`config.mk`:
```
export PLATFORM = sky130hd
export DESIGN_NAME = first_use_register_renamer_top
export DESIGN_NICKNAME = d
export VERILOG_FILES = /design/src/design/fur_pkg.sv /design/src/design/fur_ram.sv /design/src/design/fur_rename.sv /design/src/design/first_use_register_renamer_top.sv
export SDC_FILE = /design/constraint.sdc
export NUM_CORES = 1
export LEC_CHECK = 0
export BUFFER_PORTS_ARGS = -buffer_cell sky130_fd_sc_hd__buf_2
export CAP_MARGIN = 20
export CORE_AREA = 4 4 200 202
export CTS_BUF_LIST = sky130_fd_sc_hd__clkbuf_4
export CTS_CLUSTER_SIZE = 14
export DETAILED_ROUTE_END_ITERATION = 8
export DIE_AREA = 0 0 204 206
export GPL_ROUTABILITY_DRIVEN = 0
export MAX_ROUTING_LAYER = met4
export PLACE_DENSITY = 0.44
export SLEW_MARGIN = 20
export SYNTH_ARGS = -nofsm -noshare
export SYNTH_HDL_FRONTEND = slang
export SYNTH_HIERARCHICAL = 1
export SYNTH_SLANG_ARGS = --single-unit
```
`constraint.sdc`:
```
create_clock -name clk -period 3.95 [get_ports clk]
set_input_delay 0.395 -clock clk [delete_from_list [all_inputs] [get_ports clk]]
set_output_delay 0.395 -clock clk [all_outputs]
set_load 0.1 [all_outputs]
```
`src/design/fur_pkg.sv`:
```
`timescale 1ns / 1ps
// ----------------------------------------------------------------------------
// fur_pkg - shared types and constants for the first-use register renamer
// Widths of the register fields, map depth, counter limit and the item and
// result structures passed between the renamer core and the top level.
// ----------------------------------------------------------------------------
package fur_pkg;

  // register count of the target and size of the renaming map
  localparam int NUM_REGS  = 16;
  localparam int MAP_DEPTH = 16;
  localparam int REG_W     = 4;
  localparam int IDX_W     = 4;
  localparam int CNT_W     = 5;

  localparam logic [CNT_W-1:0] COUNT_LIMIT = CNT_W'(16);
  localparam logic [CNT_W-1:0] LAST_INDEX  = CNT_W'(NUM_REGS - 1);

  // bank codes: which map store holds an entry
  localparam logic BANK_SRC = 1'b0;
  localparam logic BANK_DST = 1'b1;

  typedef struct packed {
    logic             start_of_sequence;
    logic             has_source_reg;
    logic [REG_W-1:0] source_reg;
    logic [REG_W-1:0] dest_reg;
  } fur_item_t;

  typedef struct packed {
    logic             has_source_out;
    logic [IDX_W-1:0] renamed_source;
    logic [IDX_W-1:0] renamed_dest;
  } fur_result_t;

  // one map store write, kept in the record to cover the read that missed it
  typedef struct packed {
    logic             en;
    logic [REG_W-1:0] addr;
    logic [IDX_W-1:0] data;
  } fur_wr_t;

  // index handed to a newly seen register, clamped to the last dense index
  function automatic logic [IDX_W-1:0] give_index(input logic [CNT_W-1:0] cnt);
    logic [CNT_W-1:0] c;
    begin
      c = (cnt > LAST_INDEX) ? LAST_INDEX : cnt;
      return c[IDX_W-1:0];
    end
  endfunction

  // counter advance, saturating at the limit
  function automatic logic [CNT_W-1:0] count_up(input logic [CNT_W-1:0] cnt);
    begin
      return (cnt < COUNT_LIMIT) ? cnt + CNT_W'(1) : cnt;
    end
  endfunction

endpackage

```
`src/design/fur_ram.sv`:
```
`timescale 1ns / 1ps
// ----------------------------------------------------------------------------
// fur_ram - generic RAM, one write port and two registered read ports
// Read data appears the cycle after a read enable and holds until the next.
// ----------------------------------------------------------------------------
module fur_ram #(
  parameter int WIDTH = 4,
  parameter int DEPTH = 16
) (
  input  logic                     clk,
  input  logic                     we,
  input  logic [$clog2(DEPTH)-1:0] waddr,
  input  logic [WIDTH-1:0]         wdata,
  input  logic                     re,
  input  logic [$clog2(DEPTH)-1:0] raddr_a,
  input  logic [$clog2(DEPTH)-1:0] raddr_b,
  output logic [WIDTH-1:0]         rdata_a,
  output logic [WIDTH-1:0]         rdata_b
);

  logic [WIDTH-1:0] mem [DEPTH];

  // write port
  always_ff @(posedge clk) begin
    if (we) begin
      mem[waddr] <= wdata;
    end
  end

  // registered read ports
  always_ff @(posedge clk) begin
    if (re) begin
      rdata_a <= mem[raddr_a];
      rdata_b <= mem[raddr_b];
    end
  end

endmodule

```
`src/design/fur_rename.sv`:
```
`timescale 1ns / 1ps
// ----------------------------------------------------------------------------
// fur_rename - input stage, renaming map and single-pass rename logic
// Valid and bank bits live in flops; indices live in two small stores, one
// written by source insertions and one by destination insertions. Stores
// are read as the item is taken; the previous item's writes are forwarded.
// ----------------------------------------------------------------------------
module fur_rename (
  input  logic                 clk,
  input  logic                 rst,
  input  logic                 in_valid,
  output logic                 in_ready,
  input  fur_pkg::fur_item_t   in_item,
  output logic                 res_valid,
  input  logic                 res_ready,
  output fur_pkg::fur_result_t res
);
  import fur_pkg::*;

  logic                 s1_valid;
  fur_item_t            s1_item;
  logic                 accept;
  logic                 adv;

  logic [MAP_DEPTH-1:0] map_valid;
  logic [MAP_DEPTH-1:0] map_valid_next;
  logic [MAP_DEPTH-1:0] map_bank;
  logic [CNT_W-1:0]     next_index;

  fur_wr_t              rec_s;
  fur_wr_t              rec_d;
  fur_wr_t              wr_s;
  fur_wr_t              wr_d;

  logic [IDX_W-1:0]     qs_src;
  logic [IDX_W-1:0]     qs_dst;
  logic [IDX_W-1:0]     qd_src;
  logic [IDX_W-1:0]     qd_dst;

  logic [MAP_DEPTH-1:0] v_eff;
  logic [CNT_W-1:0]     cnt0;
  logic [CNT_W-1:0]     cnt1;
  logic [CNT_W-1:0]     cnt2;
  logic                 hit_s;
  logic                 hit_d;
  logic                 same_reg;
  logic [IDX_W-1:0]     idx_s;
  logic [IDX_W-1:0]     idx_d;

  // index already held for a register: latest write first, then the stores
  function automatic logic [IDX_W-1:0] stored_index(
    input logic [REG_W-1:0] a,
    input fur_wr_t          rs,
    input fur_wr_t          rd,
    input logic             bank,
    input logic [IDX_W-1:0] q_src_store,
    input logic [IDX_W-1:0] q_dst_store
  );
    begin
      if (rs.en && rs.addr == a) return rs.data;
      else if (rd.en && rd.addr == a) return rd.data;
      else if (bank == BANK_DST) return q_dst_store;
      else return q_src_store;
    end
  endfunction

  // handshake: the stage empties into the result side whenever it is free
  assign adv      = s1_valid && (!res_valid || res_ready);
  assign in_ready = !s1_valid || adv;
  assign accept   = in_valid && in_ready;

  // input register
  always_ff @(posedge clk) begin
    if (rst) begin
      s1_valid <= 1'b0;
    end else if (in_ready) begin
      s1_valid <= in_valid;
    end
  end

  always_ff @(posedge clk) begin
    if (accept) begin
      s1_item <= in_item;
    end
  end

  // index stores, read at the item's two registers as it is taken
  fur_ram #(.WIDTH(IDX_W), .DEPTH(MAP_DEPTH)) u_store_src (
    .clk     (clk),
    .we      (wr_s.en),
    .waddr   (wr_s.addr),
    .wdata   (wr_s.data),
    .re      (accept),
    .raddr_a (in_item.source_reg),
    .raddr_b (in_item.dest_reg),
    .rdata_a (qs_src),
    .rdata_b (qs_dst)
  );

  fur_ram #(.WIDTH(IDX_W), .DEPTH(MAP_DEPTH)) u_store_dst (
    .clk     (clk),
    .we      (wr_d.en),
    .waddr   (wr_d.addr),
    .wdata   (wr_d.data),
    .re      (accept),
    .raddr_a (in_item.source_reg),
    .raddr_b (in_item.dest_reg),
    .rdata_a (qd_src),
    .rdata_b (qd_dst)
  );

  // rename: source first, then destination
  always_comb begin
    v_eff    = s1_item.start_of_sequence ? '0 : map_valid;
    cnt0     = s1_item.start_of_sequence ? '0 : next_index;
    same_reg = s1_item.has_source_reg && (s1_item.source_reg == s1_item.dest_reg);

    hit_s = v_eff[s1_item.source_reg];
    if (!s1_item.has_source_reg) begin
      idx_s = '0;
      cnt1  = cnt0;
    end else if (hit_s) begin
      idx_s = stored_index(s1_item.source_reg, rec_s, rec_d,
                           map_bank[s1_item.source_reg], qs_src, qd_src);
      cnt1  = cnt0;
    end else begin
      idx_s = give_index(cnt0);
      cnt1  = count_up(cnt0);
    end

    hit_d = v_eff[s1_item.dest_reg];
    if (same_reg) begin
      idx_d = idx_s;
      cnt2  = cnt1;
    end else if (hit_d) begin
      idx_d = stored_index(s1_item.dest_reg, rec_s, rec_d,
                           map_bank[s1_item.dest_reg], qs_dst, qd_dst);
      cnt2  = cnt1;
    end else begin
      idx_d = give_index(cnt1);
      cnt2  = count_up(cnt1);
    end

    wr_s.en   = adv && s1_item.has_source_reg && !hit_s;
    wr_s.addr = s1_item.source_reg;
    wr_s.data = idx_s;
    wr_d.en   = adv && !same_reg && !hit_d;
    wr_d.addr = s1_item.dest_reg;
    wr_d.data = idx_d;

    map_valid_next = v_eff;
    if (wr_s.en) map_valid_next[wr_s.addr] = 1'b1;
    if (wr_d.en) map_valid_next[wr_d.addr] = 1'b1;
  end

  // map state and the forwarding record
  always_ff @(posedge clk) begin
    if (rst) begin
      map_valid  <= '0;
      next_index <= '0;
      rec_s      <= '0;
      rec_d      <= '0;
    end else if (adv) begin
      map_valid  <= map_valid_next;
      next_index <= cnt2;
      rec_s      <= wr_s;
      rec_d      <= wr_d;
    end
  end

  // which store holds the latest index of each register
  always_ff @(posedge clk) begin
    if (wr_s.en) map_bank[wr_s.addr] <= BANK_SRC;
    if (wr_d.en) map_bank[wr_d.addr] <= BANK_DST;
  end

  // result handed to the output register
  assign res.has_source_out = s1_item.has_source_reg;
  assign res.renamed_source = idx_s;
  assign res.renamed_dest   = idx_d;

  // result register flag mirrors the stage hand-over
  always_ff @(posedge clk) begin
    if (rst) begin
      res_valid <= 1'b0;
    end else if (!res_valid || res_ready) begin
      res_valid <= s1_valid;
    end
  end

  // checks
  a_count_bound: assert property (@(posedge clk) disable iff (rst)
    next_index <= COUNT_LIMIT)
    else $error("rename counter beyond its limit");

  a_dest_mapped: assert property (@(posedge clk) disable iff (rst)
    adv |=> map_valid[$past(s1_item.dest_reg)])
    else $error("destination register not mapped after rename");

  a_src_mapped: assert property (@(posedge clk) disable iff (rst)
    adv && s1_item.has_source_reg |=> map_valid[$past(s1_item.source_reg)])
    else $error("source register not mapped after rename");

  a_same_index: assert property (@(posedge clk) disable iff (rst)
    s1_valid && same_reg |-> idx_s == idx_d)
    else $error("same register renamed to two indices");

endmodule

```
`src/design/first_use_register_renamer_top.sv`:
```
`timescale 1ns / 1ps
// ----------------------------------------------------------------------------
// first_use_register_renamer_top - dense renaming of instruction registers
//
//   channel   direction  payload
//   s_axis    in         tdata: source_reg, dest_reg; tuser: start, has_source
//   m_axis    out        tdata: renamed_source, renamed_dest; tuser: has_source
//
// One instruction per cycle sustained while m_axis is not stalled; a result passes
// the input stage, then the output register, before it leaves.
// The map read and the rename decision sit in the single input stage.
// Reset clears the map valid bits and the counter at once; no sweep.
// A stalled output holds its result while one more transaction is taken.
// ----------------------------------------------------------------------------
module first_use_register_renamer_top (
  input  logic       clk,
  input  logic       rst,
  input  logic       s_axis_tvalid,
  output logic       s_axis_tready,
  input  logic [7:0] s_axis_tdata,  // [3:0] source_reg, [7:4] dest_reg
  input  logic [1:0] s_axis_tuser,  // [0] start_of_sequence, [1] has_source_reg
  output logic       m_axis_tvalid,
  input  logic       m_axis_tready,
  output logic [7:0] m_axis_tdata,  // [3:0] renamed_source, [7:4] renamed_dest
  output logic [0:0] m_axis_tuser   // [0] has_source_out
);
  import fur_pkg::*;

  fur_item_t   in_item;
  fur_result_t res;
  fur_result_t out_q;
  logic        res_valid;

  // unpack the incoming transaction
  assign in_item.start_of_sequence = s_axis_tuser[0];
  assign in_item.has_source_reg    = s_axis_tuser[1];
  assign in_item.source_reg        = s_axis_tdata[3:0];
  assign in_item.dest_reg          = s_axis_tdata[7:4];

  fur_rename u_rename (
    .clk       (clk),
    .rst       (rst),
    .in_valid  (s_axis_tvalid),
    .in_ready  (s_axis_tready),
    .in_item   (in_item),
    .res_valid (res_valid),
    .res_ready (m_axis_tready),
    .res       (res)
  );

  // output register payload
  always_ff @(posedge clk) begin
    if (!res_valid || m_axis_tready) begin
      out_q <= res;
    end
  end

  assign m_axis_tvalid   = res_valid;
  assign m_axis_tdata    = {out_q.renamed_dest, out_q.renamed_source};
  assign m_axis_tuser[0] = out_q.has_source_out;

endmodule

```
==> results of run 1 <==
-- synthesized netlist by cell type (13+ instances only) --
library cell	instances
sky130_fd_sc_hd__nor2_1	76
sky130_fd_sc_hd__nor3_1	13
sky130_fd_sc_hd__mux4_1	60
sky130_fd_sc_hd__a21oi_1	16
sky130_fd_sc_hd__nand2_1	77
sky130_fd_sc_hd__nand3_1	41
sky130_fd_sc_hd__edfxtp_1	163
sky130_fd_sc_hd__nor2b_1	16
sky130_fd_sc_hd__clkbuf_1	22
sky130_fd_sc_hd__a22oi_1	19
sky130_fd_sc_hd__mux2i_1	18
sky130_fd_sc_hd__mux4_2	17
sky130_fd_sc_hd__dfxtp_1	57
sky130_fd_sc_hd__nand4_1	13
-- power by group --
group	total, W	internal [W]	switching (W)
clock	0.00205	0.00106	0.000982
sequential	0.00270	0.00261	0.0000917
combinational	0.000747	0.000286	0.000460
-- per-layer routing --
layer	vias up	wire, um	track usage
met5	-	0	-
met4	0	883	0.0526
met3	52	1830	0.0366
met2	262	15200	0.252
met1	3757	13800	0.196
li1	3472	-	-
-- worst paths after layout --
path / slack [ps] / to / cells past startpoint / startpoint
setup / recovery: 570 / u_rename/u_store_dst/mem[0][3]$_DFFE_PP_ / 8 / u_rename/s1_item[0]$_DFFE_PP_
hold / removal: 210 / u_rename/map_valid[12]$_SDFFE_PP0P_ / 2 / rst
setup reg to reg: 570 / u_rename/u_store_dst/mem[0][3]$_DFFE_PP_ / 8 / u_rename/s1_item[0]$_DFFE_PP_
hold reg to reg: 470 / u_rename/map_bank[11]$_DFF_P_ / 2 / u_rename/map_bank[11]$_DFF_P_
-- sequential cells by signal, summed over array words and instances (netlist names), 5 cells and up --
name,flops
u_rename/u_store_dst/mem,64
u_rename/u_store_src/mem,64
u_rename/map_bank,16
u_rename/map_valid,16
u_rename/rec_d,9
u_rename/rec_s,9
u_rename/s1_item,9
m_axis_tdata,8
u_rename/next_index,5
-- cell families (layout without fill, tap and decap cells) --
| family | after synthesis | after routing | share of synthesized area |
|---|---|---|---|
| AO/OA/AOI/OAI | 119 | 119 | 0.0842 |
| XOR/XNOR | 19 | 19 | 0.0147 |
| adder cells (fa/ha/maj) | 1 | 1 | 0.00110 |
| buffers and inverters | 70 | 189 | 0.0398 |
| flip-flops | 220 | 220 | 0.532 |
| multiplexers | 101 | 101 | 0.196 |
| other | 0 | 3 | 0 |
| AND/OR/NAND/NOR | 288 | 288 | 0.132 |
-- timing repair --
item / 4_1_cts / 5_1_grt
endpoints found under the hold margin: 8 / 0
setup buffers: 0 / 0
endpoints found under the setup margin: 0 / 0
hold buffers: 9 / 0
-- area by class of cell --
class / instances / area (um^2) / area share
multi-input cells: 528 / 4860 / 0.378
clock inverters: 22 / 119 / 0.00925
flip-flops and latches: 220 / 6040 / 0.470
repair buffers: 69 / 493 / 0.0384
diodes: 3 / 7.51 / 0.000584
well taps: 518 / 648 / 0.0504
inverters: 12 / 45.0 / 0.00351
clock buffers: 86 / 646 / 0.0502
-- layout by cell type (no fill, tap or decap), drive strengths merged, types with 12 or more instances in the layout --
cell type  synthesis  routed
edfxtp           163     163
clkbuf            22      86
nand2             78      78
mux4              77      77
nor2              76      76
buf               36      60
dfxtp             57      57
nand3             42      42
mux2i             20      20
clkinv             1      20
a22oi             19      19
a21oi             16      16
nor2b             16      16
nor3              15      15
nand4             13      13
inv               11      12
-- metrics by stage --
stage          instance area, um^2  worst slack [ps]  cells
5_1_grt                      12900               327   1458
3_3_place_gp                 12000               638   1338
3_5_place_dp                 12000               565   1338
4_1_cts                      12800               541   1455
6_report                     12900               573   1458
2_1_floorplan                11300               660    818
==> results.rst, run 1 <==
.. list-table::
   :header-rows: 1

   * - Metric
     - Value
   * - Status
     - completed
   * - Count of nets after finishing
     - 906
   * - Post-detailed-route via-to-cell ratio
     - ~5.2
   * - Remaining DRCs
     - 0
   * - 1st-iter DRT viols
     - 704
   * - Mapped Cells
     - 818
   * - Static power due to leakage
     - 4.48 nW
   * - Slew margin rel.
     - 0.411
   * - Fillers
     - 3815
   * - Post-synthesis cell type count
     - a little under 80
   * - Final-layout worst hold slack
     - a little over 200 ps
   * - Mapped Avg Cell Area
     - 13.9 um^2
   * - Syn-to-layout area delta
     - 13.3%
   * - Global routing usage summed across all routing layers
     - 0.157
   * - RSZ-0062 raised after global routing
     - false
   * - Register bit total from synthesis
     - 220
   * - # resized after CTS
     - 0
   * - Max IR drop VDD
     - roughly 0.4 mV
   * - Pin count of the biggest net entering global routing
     - 44
   * - Power per unit of standard cell area
     - about 430 nW/um^2
   * - Vertical extent of the die
     - 206 um
   * - DR pass1 iterations
     - 8
   * - Cell-by-cell listing of the critical path
     - buf_4 > mux4_1 > a32o_1 > a31oi_4 > nand3_4 > inv_1 > or3b_2 > nor3_1
   * - Initial antenna violation count
     - 2
   * - Sum of internal, switching and leakage power
     - 0.00549 W
   * - Clk_skew
     - 56.3 ps
   * - Number of pins exceeding their max-slew limit in the final report
     - 0
   * - Top achievable clock speed
     - 296 MHz
   * - Die width
     - 204 um
   * - Fraction of synthesis flops using an asynchronous set or reset pin
     - 0
   * - Boundary pin count
     - 25
   * - Number of sinks on the clock net
     - 220
   * - Remaining global-route overflow
     - 0
   * - Hold WC Path Type
     - primary input to flip-flop
   * - Number of rows created at floorplan
     - 72
   * - Core Footprint
     - 38300 um^2
   * - Root Buffer
     - sky130_fd_sc_hd__clkbuf_4
   * - Arrival time of the worst setup path
     - 3750 ps
   * - Post-detailed-placement half-perimeter wirelength
     - 21500 um
   * - Final setup viols
     - 0
   * - Crit path launch type
     - flip-flop
   * - Number of buffers added by the clock tree synthesis step
     - 60
   * - Clock Path Buffers
     - 3
   * - Vias in the first global route
     - around 7800
   * - Total negative slack
     - 0 ps
   * - Crit. End Element
     - flip-flop
   * - Count of nets left with antenna violations after detail routing
     - 0
   * - Routed len/inst
     - 21.7 um
   * - TritonCTS clock tree
     - done
   * - Required time at the endpoint of the critical path
     - approximately 4300 ps
   * - Tmin final
     - 3380 ps
   * - Count of vias placed by the detailed router
     - 7543
   * - Slowest-stage cell, CP
     - sky130_fd_sc_hd__mux4_1
   * - Category of cells accounting for the largest share of critical-path delay
     - simple AND/OR/NAND/NOR gates
   * - Number of synthesized flops with an enable pin
     - 163
   * - Count of synthesis-stage warnings from yosys
     - 6
   * - Cell taking the most area after synthesis
     - sky130_fd_sc_hd__edfxtp_1
   * - Effective utilization at floorplan
     - 0.296
   * - Worst setup path class
     - flip-flop to flip-flop
   * - Flip-flop cell with the highest count after synthesis
     - sky130_fd_sc_hd__edfxtp_1
   * - Post-synthesis cell area
     - 11300 um^2
   * - Transition at the pin with the smallest max-transition slack
     - around 900 ps
   * - Count of buffering cells on the critical path with inverters included
     - 2
   * - Number of failing hold endpoints at the final stage
     - 0
   * - Worst-Skew Late Latency
     - 790 ps
   * - Final worst path period share
     - 0.855
   * - Maximum fanout along the worst path
     - 15
   * - Wire length of the first global-routing pass
     - 48500 um
   * - Cell types occupying the most area after synthesis
     - sky130_fd_sc_hd__edfxtp_1 (43%), sky130_fd_sc_hd__mux4_1 (14%), sky130_fd_sc_hd__dfxtp_1 (10%)
   * - Share of the synthesized area in the top cell type
     - 0.432
   * - H-tree levels
     - 2
   * - DIE AREA
     - 42000 um^2
   * - CTS clk-pin slew, worst paths
     - 60 ps
   * - Port buffer count
     - 24
   * - Core Util, Final
     - 0.336
   * - Fraction of final layout cells sized beyond drive strength 1
     - 0.220
   * - Maximum Capacitance Violations
     - 0
   * - Synth Net Count
     - ~830
   * - Delay contributed by the slowest stage of the critical path
     - 600 ps
   * - Sequential cell area fraction in the yosys report
     - 0.532
   * - Final wirelength
     - approximately 32000 um
Power figures use the tool's default switching activity.
==> run 2: changes to the inputs <==
--- a/config.mk
+++ b/config.mk
@@ -14,7 +14,6 @@
 export DIE_AREA = 0 0 204 206
 export GPL_ROUTABILITY_DRIVEN = 0
 export MAX_ROUTING_LAYER = met4
-export PLACE_DENSITY = 0.44
 export SLEW_MARGIN = 20
 export SYNTH_ARGS = -nofsm -noshare
 export SYNTH_HDL_FRONTEND = slang
==> run 2 against run 1 <==
Effect of this change:
- non-clock buffer count shrank 6
- critical path type unchanged
- clock skew decreased by 17 ps
- cell area shrank 1.4%
- combinational power shrank 4.3%
- via count is 1.4% higher
- register-to-register slack got worse by 160 ps
- clock-buffer cell count is 15 lower
- clock power decreased by 9%
==> results.rst, run 2 (synthesis gave the netlist of run 1 again) <==
.. list-table::
   :header-rows: 1

   * - Metric
     - Value
   * - Status
     - completed
   * - Boundary pin count
     - 25 (unchanged)
   * - TritonCTS clock tree
     - done
   * - Hold path cells
     - 4 (+2)
   * - Cell Count Post-Placement
     - 1338 (unchanged)
   * - Count of nets left with antenna violations after detail routing
     - 0 (unchanged)
   * - Top achievable clock speed
     - 283 MHz (-4.6%)
   * - Post-detailed-route via-to-cell ratio
     - 5.34 (+3.2%)
   * - DIE AREA
     - 42000 um^2 (unchanged)
   * - Final setup viols
     - 0 (unchanged)
   * - Registers with the highest flip-flop counts
     - u_rename/u_store_dst/mem (64), u_rename/u_store_src/mem (64)
   * - Static power due to leakage
     - 4.39 nW (-1.8%)
   * - Count of nets after finishing
     - 895 (-1.2%)
   * - Number of failing hold endpoints at the final stage
     - 0 (unchanged)
   * - Final worst path period share
     - 0.896 (+0.0411)
   * - Routed len/inst
     - 20.5 um (-5.9%)
   * - Port buffer count
     - 24 (unchanged)
   * - Slew margin rel.
     - 0.337 (-0.0738)
   * - Hold Crit Start
     - m_axis_tready
   * - Post-detailed-placement half-perimeter wirelength
     - 20300 um (-5.5%)
   * - Most frequent standard cell in the layout excluding fill and tap cells
     - sky130_fd_sc_hd__edfxtp_1
   * - Number of pins exceeding their max-slew limit in the final report
     - 0 (unchanged)
   * - Required time at the endpoint of the critical path
     - 4350 ps (+30 ps)
   * - Slowest-stage cell, CP
     - sky130_fd_sc_hd__edfxtp_1
   * - Count of vias placed by the detailed router
     - 7645 (+1.4%)
   * - Maximum Capacitance Violations
     - 0 (unchanged)
   * - Final wirelength
     - 29300 um (-7.5%)
   * - H-tree levels
     - 2 (unchanged)
   * - Delay contributed by the slowest stage of the critical path
     - 920 ps (+320 ps)
   * - 1st-iter DRT viols
     - 652 (-7.4%)
   * - Global routing usage summed across all routing layers
     - 0.144 (-0.0122)
   * - Wire length of the first global-routing pass
     - 45900 um (-5.4%)
   * - Fraction of final layout cells sized beyond drive strength 1
     - 0.209 (-0.0107)
   * - Tmin final
     - 3540 ps (+162 ps)
   * - Crit. End Element
     - flip-flop
   * - Power per unit of standard cell area
     - 417 nW/um^2 (-2.4%)
   * - Dpl ws
     - 433 ps (-132 ps)
   * - Endpoint of the worst hold path
     - u_rename/res_valid$_SDFFE_PP0P_
   * - Initial antenna violation count
     - 1 (-1)
   * - RSZ-0062 raised after global routing
     - false
   * - Slack of the critical path
     - 411 ps (-162 ps)
   * - R2r startpoint
     - u_rename/s1_item[4]$_DFFE_PP_
   * - Clock Path Buffers
     - 3 (unchanged)
   * - Root Buffer
     - sky130_fd_sc_hd__clkbuf_4
   * - Vertical extent of the die
     - 206 um (unchanged)
   * - Vias in the first global route
     - 7738 (-0.42%)
   * - Effective utilization at floorplan
     - 0.296 (unchanged)
   * - Number of buffers added by the clock tree synthesis step
     - 55 (-8.3%)
   * - Worst-Skew Late Latency
     - 710 ps (-80 ps)
   * - Total negative slack
     - 0 ps (unchanged)
   * - Sum of internal, switching and leakage power
     - 0.00529 W (-3.8%)
   * - Cell-by-cell listing of the critical path
     - mux4_2 > mux2i_2 > mux2i_4 > mux2i_1 > o311a_1 > or3_4 > nand2_1
   * - Number of sinks on the clock net
     - 220 (unchanged)
   * - Remaining global-route overflow
     - 0 (unchanged)
   * - CTS clk-pin slew, worst paths
     - 60 ps (about the same)
   * - Pin count of the biggest net entering global routing
     - 44 (unchanged)
   * - Arrival time of the worst setup path
     - 3940 ps (+190 ps)
   * - Core Footprint
     - 38300 um^2 (unchanged)
   * - Clk_skew
     - 39.8 ps (-16.5 ps)
   * - Worst setup path class
     - flip-flop to flip-flop
   * - Most frequent cells in the layout
     - sky130_fd_sc_hd__edfxtp_1 (163), sky130_fd_sc_hd__nand2_1 (77), sky130_fd_sc_hd__nor2_1 (76)
   * - Max IR drop VDD
     - 0.254 mV (-37%)
   * - Number of rows created at floorplan
     - 72 (unchanged)
   * - DR pass1 iterations
     - 5 (-3)
   * - Reg2reg setup slack
     - 410 ps (-160 ps)
   * - Maximum fanout along the worst path
     - 17 (+2)
   * - Depth of the worst register-to-register path
     - 7 (-1)
   * - Crit path launch type
     - flip-flop
   * - Non-filler instance count after layout
     - 1432 (-1.8%)
   * - Die width
     - 204 um (unchanged)
   * - Reg2Reg Capture Point
     - u_rename/u_store_dst/mem[15][3]$_DFFE_PP_
   * - Transition at the pin with the smallest max-transition slack
     - 995 ps (+111 ps)
   * - Syn-to-layout area delta
     - 11.8%
   * - Remaining DRCs
     - 0 (unchanged)
   * - Hold WC Path Type
     - primary input to flip-flop
## run 2: worst max-delay path: cells and delay by family (launching register included)
kind	cells	cell delay, ps
simple gates	2	820
mux	4	1140
compound gates	1	350
flops	1	920
## run 2: worst max-delay path by stage
stage	from	end	slack, ps	depth (start not counted)
after detailed placement	u_rename/s1_item[4]$_DFFE_PP_	u_rename/u_store_dst/mem[0][3]$_DFFE_PP_	430	7
after floorplan	u_rename/s1_item[4]$_DFFE_PP_	m_axis_tdata[4]$_DFFE_PP_	660	10
after global placement	u_rename/s1_item[0]$_DFFE_PP_	u_rename/u_store_dst/mem[0][0]$_DFFE_PP_	510	8
final	u_rename/s1_item[4]$_DFFE_PP_	u_rename/u_store_dst/mem[15][3]$_DFFE_PP_	410	7
after CTS	u_rename/s1_item[4]$_DFFE_PP_	u_rename/u_store_dst/mem[5][3]$_DFFE_PP_	360	7
after global routing	u_rename/s1_item[4]$_DFFE_PP_	u_rename/u_store_dst/mem[13][1]$_DFFE_PP_	230	7
## run 2: metrics by stage
stage	instance area (um^2)	util	hold slack, ps
after floorplan	11300	-	428
after global placement	12000	0.313	454
after detailed placement	12000	0.313	453
after CTS	12700	0.331	27.7
after global routing	12700	0.331	63.4
final	12700	0.331	85.5
## run 2: per-layer routing
layer / wire length, um / track usage / vias to the layer above
li1: - / - / 3435
met1: 12500 / 0.188 / 3831
met2: 14100 / 0.228 / 315
met3: 1860 / 0.0256 / 64
met4: 870 / 0.0558 / 0
met5: 0 / - / -
## run 2: final cells by class
cell class | count | area (um^2)
Antenna cell | 1 | 2.50
Clock buffer | 71 | 533
Clock inverter | 19 | 133
Fill cell | 3739 | 25600
Inverter | 12 | 45.0
Multi-Input combinational cell | 528 | 4850
Sequential cell | 220 | 6040
Tap cell | 518 | 648
Timing Repair Buffer | 63 | 420
## run 2: where the power goes
| group | switching [W] | internal [W] | total (W) | leakage (nW) |
|---|---|---|---|---|
| Clock | 0.000896 | 0.000964 | 0.00186 | 0.398 |
| Sequential | 0.000103 | 0.00261 | 0.00271 | 1.98 |
| Combinational | 0.000435 | 0.000280 | 0.000715 | 2.02 |
## run 2: timing repair
item / in CTS / in global routing
setup endpoints to repair: 0 / 0
hold endpoints to repair: 3 / 0
hold buffers: 3 / 0
buffers inserted: 0 / 0
gates resized for setup: 0 / 0
==> run 3: changes to the inputs <==
==> constraint.sdc (replaced) <==
create_clock -name clk -period 3.87 [get_ports clk]
set_input_delay 0.387 -clock clk [delete_from_list [all_inputs] [get_ports clk]]
set_output_delay 0.387 -clock clk [all_outputs]
set_load 0.1 [all_outputs]
==> run 3 against run 2 <==
Effect of this change:
- clock-buffer cell count increased by 11
- sequential cell count unchanged
- combinational power up 3.8%
- global-route usage is 0.17 points lower
- power increased by 4.6%
- utilization increased by 0.29 points
- worst hold slack improved by 22 ps
- register-to-register slack worse by 290 ps
- non-clock buffer count up 3
- largest power group unchanged
==> results.rst, run 3 (synthesis gave the netlist of run 1 again) <==
.. list-table::
   :header-rows: 1

   * - Metric
     - Value
   * - Number of rows created at floorplan
     - 72 (unchanged)
   * - Number of sinks on the clock net
     - 220 (unchanged)
   * - Count of vias placed by the detailed router
     - 7594 (-0.67%)
   * - Total negative slack
     - 0 ps (unchanged)
   * - H-tree levels
     - 2 (unchanged)
   * - 1st-iter DRT viols
     - 707 (+8.4%)
   * - Count of nets after finishing
     - 897 (+0.22%)
   * - Static power due to leakage
     - 4.44 nW (+1.2%)
   * - Transition at the pin with the smallest max-transition slack
     - 872 ps (-122 ps)
   * - Registers with the highest flip-flop counts
     - u_rename/u_store_dst/mem (64), u_rename/u_store_src/mem (64)
   * - RSZ-0062 raised after global routing
     - false
   * - Crit. End Element
     - flip-flop
   * - Crit path launch type
     - flip-flop
   * - Worst setup path class
     - flip-flop to flip-flop
   * - Count of nets left with antenna violations after detail routing
     - 0 (unchanged)
   * - Status
     - completed
   * - Boundary pin count
     - 25 (unchanged)
   * - Tmin final
     - 3750 ps (+212 ps)
   * - Hold Crit Start
     - m_axis_tready
   * - TritonCTS clock tree
     - done
   * - Initial antenna violation count
     - 1 (unchanged)
   * - Worst-Skew Late Latency
     - 700 ps (about the same)
   * - Hold path cells
     - 4 (unchanged)
   * - R2r startpoint
     - u_rename/s1_item[0]$_DFFE_PP_
   * - Fraction of final layout cells sized beyond drive strength 1
     - 0.219 (+0.00955)
   * - Most frequent standard cell in the layout excluding fill and tap cells
     - sky130_fd_sc_hd__edfxtp_1
   * - Wire length of the first global-routing pass
     - 45200 um (-1.5%)
   * - Final wirelength
     - 29100 um (-0.65%)
   * - Hold WC Path Type
     - primary input to flip-flop
   * - Top achievable clock speed
     - 267 MHz (-5.7%)
   * - Global routing usage summed across all routing layers
     - 0.143 (-0.00174)
   * - # resized after CTS
     - 0 (unchanged)
   * - Cell-by-cell listing of the critical path
     - buf_4 > mux4_2 > a32o_1 > a31oi_4 > nand3_4 > inv_1 > or3b_2 > nor3_1
   * - Syn-to-layout area delta
     - 12.7%
   * - Remaining global-route overflow
     - 0 (unchanged)
   * - Fillers
     - 3737 (-0.053%)
   * - Vertical extent of the die
     - 206 um (unchanged)
   * - Number of setup buffers added after CTS
     - 0 (unchanged)
   * - Launching element of the worst setup path
     - u_rename/s1_item[0]$_DFFE_PP_
   * - Post-detailed-route via-to-cell ratio
     - 5.25 (-1.7%)
   * - Vias in the first global route
     - 7737 (-0.013%)
   * - Maximum Capacitance Violations
     - 0 (unchanged)
   * - CTS clk-pin slew, worst paths
     - 70 ps (about the same)
   * - Number of buffers added by the clock tree synthesis step
     - 54 (-1.8%)
   * - Number of failing hold endpoints at the final stage
     - 0 (unchanged)
   * - Slowest-stage cell, CP
     - sky130_fd_sc_hd__edfxtp_1
   * - Post-detailed-placement half-perimeter wirelength
     - 20200 um (-0.49%)
   * - Clock Path Buffers
     - 3 (unchanged)
   * - Maximum fanout along the worst path
     - 12 (-5)
   * - Slew margin rel.
     - 0.418 (+0.0817)
   * - Effective utilization at floorplan
     - 0.296 (unchanged)
   * - Delay contributed by the slowest stage of the critical path
     - 620 ps (-300 ps)
   * - Core Util, Final
     - 0.334 (+0.00291)
   * - Routed len/inst
     - 20.1 um (-1.7%)
   * - DR pass1 iterations
     - 8 (+3)
   * - Depth of the worst register-to-register path
     - 8 (+1)
   * - Number of pins exceeding their max-slew limit in the final report
     - 0 (unchanged)
   * - Required time at the endpoint of the critical path
     - 4180 ps (-170 ps)
   * - Flip-flop and latch area
     - 6040 um^2 (unchanged)
   * - Remaining DRCs
     - 0 (unchanged)
   * - Clk_skew
     - 41.1 ps (+1.31 ps)
   * - Core Footprint
     - 38300 um^2 (unchanged)
   * - Reg2reg setup slack
     - 120 ps (-290 ps)
   * - Port buffer count
     - 24 (unchanged)
   * - Final setup viols
     - 0 (unchanged)
   * - Max IR drop VDD
     - 0.262 mV (+3.3%)
   * - Most frequent cells in the layout
     - sky130_fd_sc_hd__edfxtp_1 (163), sky130_fd_sc_hd__clkbuf_4 (82), sky130_fd_sc_hd__nand2_1 (77)
   * - Reg2Reg Capture Point
     - u_rename/u_store_dst/mem[0][1]$_DFFE_PP_
   * - Root Buffer
     - sky130_fd_sc_hd__clkbuf_4
   * - Endpoint of the worst hold path
     - u_rename/res_valid$_SDFFE_PP0P_
   * - Pin count of the biggest net entering global routing
     - 44 (unchanged)
   * - Die width
     - 204 um (unchanged)
   * - Final worst path period share
     - 0.969 (+0.0734)
   * - Arrival time of the worst setup path
     - 4060 ps (+120 ps)
   * - DIE AREA
     - 42000 um^2 (unchanged)
   * - Area of the multi-input gates
     - 4860 um^2 (+0.15%)
   * - Power per unit of standard cell area
     - 433 nW/um^2 (+3.7%)
## run 3: cell types whose count changed in the layout (fill, tap and decap cells not counted), sizes merged
cell	before	now
clkbuf	71	82
buf	60	63
clkinv	18	19
## run 3: final cells by class
type	count	share of cell area
flip-flops and latches	220	0.472
multi-input cells	528	0.380
well taps	518	0.0507
clock buffers	82	0.0482
repair buffers	66	0.0347
clock inverters	20	0.0103
inverters	12	0.00352
diodes	1	0.000196
## run 3: layer usage
metal / up-vias / track usage / routed length [um]
li1: 3448 / - / -
met1: 3790 / 0.185 / 12600
met2: 297 / 0.228 / 14100
met3: 59 / 0.0248 / 1660
met4: 0 / 0.0510 / 859
met5: - / - / 0
## run 3: worst max path at each step
stage,cells past startpoint,to,slack (ps)
floorplan,10,m_axis_tdata[4]$_DFFE_PP_,580
global placement,7,m_axis_tdata[6]$_DFFE_PP_,260
detailed placement,8,u_rename/u_store_dst/mem[0][3]$_DFFE_PP_,200
CTS,8,u_rename/u_store_dst/mem[0][1]$_DFFE_PP_,190
global route,8,u_rename/u_store_dst/mem[0][1]$_DFFE_PP_,20
finish,8,u_rename/u_store_dst/mem[0][1]$_DFFE_PP_,120
## run 3: repair_timing
action | in CTS | in global routing
endpoints found under the setup margin | 0 | 0
hold endpoints to repair | 3 | 0
hold buffers | 3 | 0
## run 3: stage by stage
step           cell area (um^2)  power [W]  setup slack [ps]  hold slack, ps  std cells
2_1_floorplan             11300    0.00334               580             428        818
3_3_place_gp              12000    0.00353               262             449       1341
3_5_place_dp              12000    0.00354               199             449       1341
4_1_cts                   12800    0.00561               185            27.7       1446
5_1_grt                   12800    0.00580              21.6            67.6       1447
6_report                  12800    0.00553               118             108       1447
## run 3: critical path, delay by kind of cell, from the launching register on
kind / cells / cell delay (ps)
multiplexers: 1 / 550
flip-flops: 1 / 620
buffers and inverters: 2 / 420
AO/OA/AOI/OAI: 2 / 550
AND/OR/NAND/NOR: 3 / 1240
## run 3: power breakdown
group	internal [W]	leakage, nW	switching (W)	total (W)
clock network	0.00110	0.441	0.000928	0.00203
registers	0.00266	1.98	0.0000959	0.00276
logic	0.000293	2.03	0.000450	0.000742
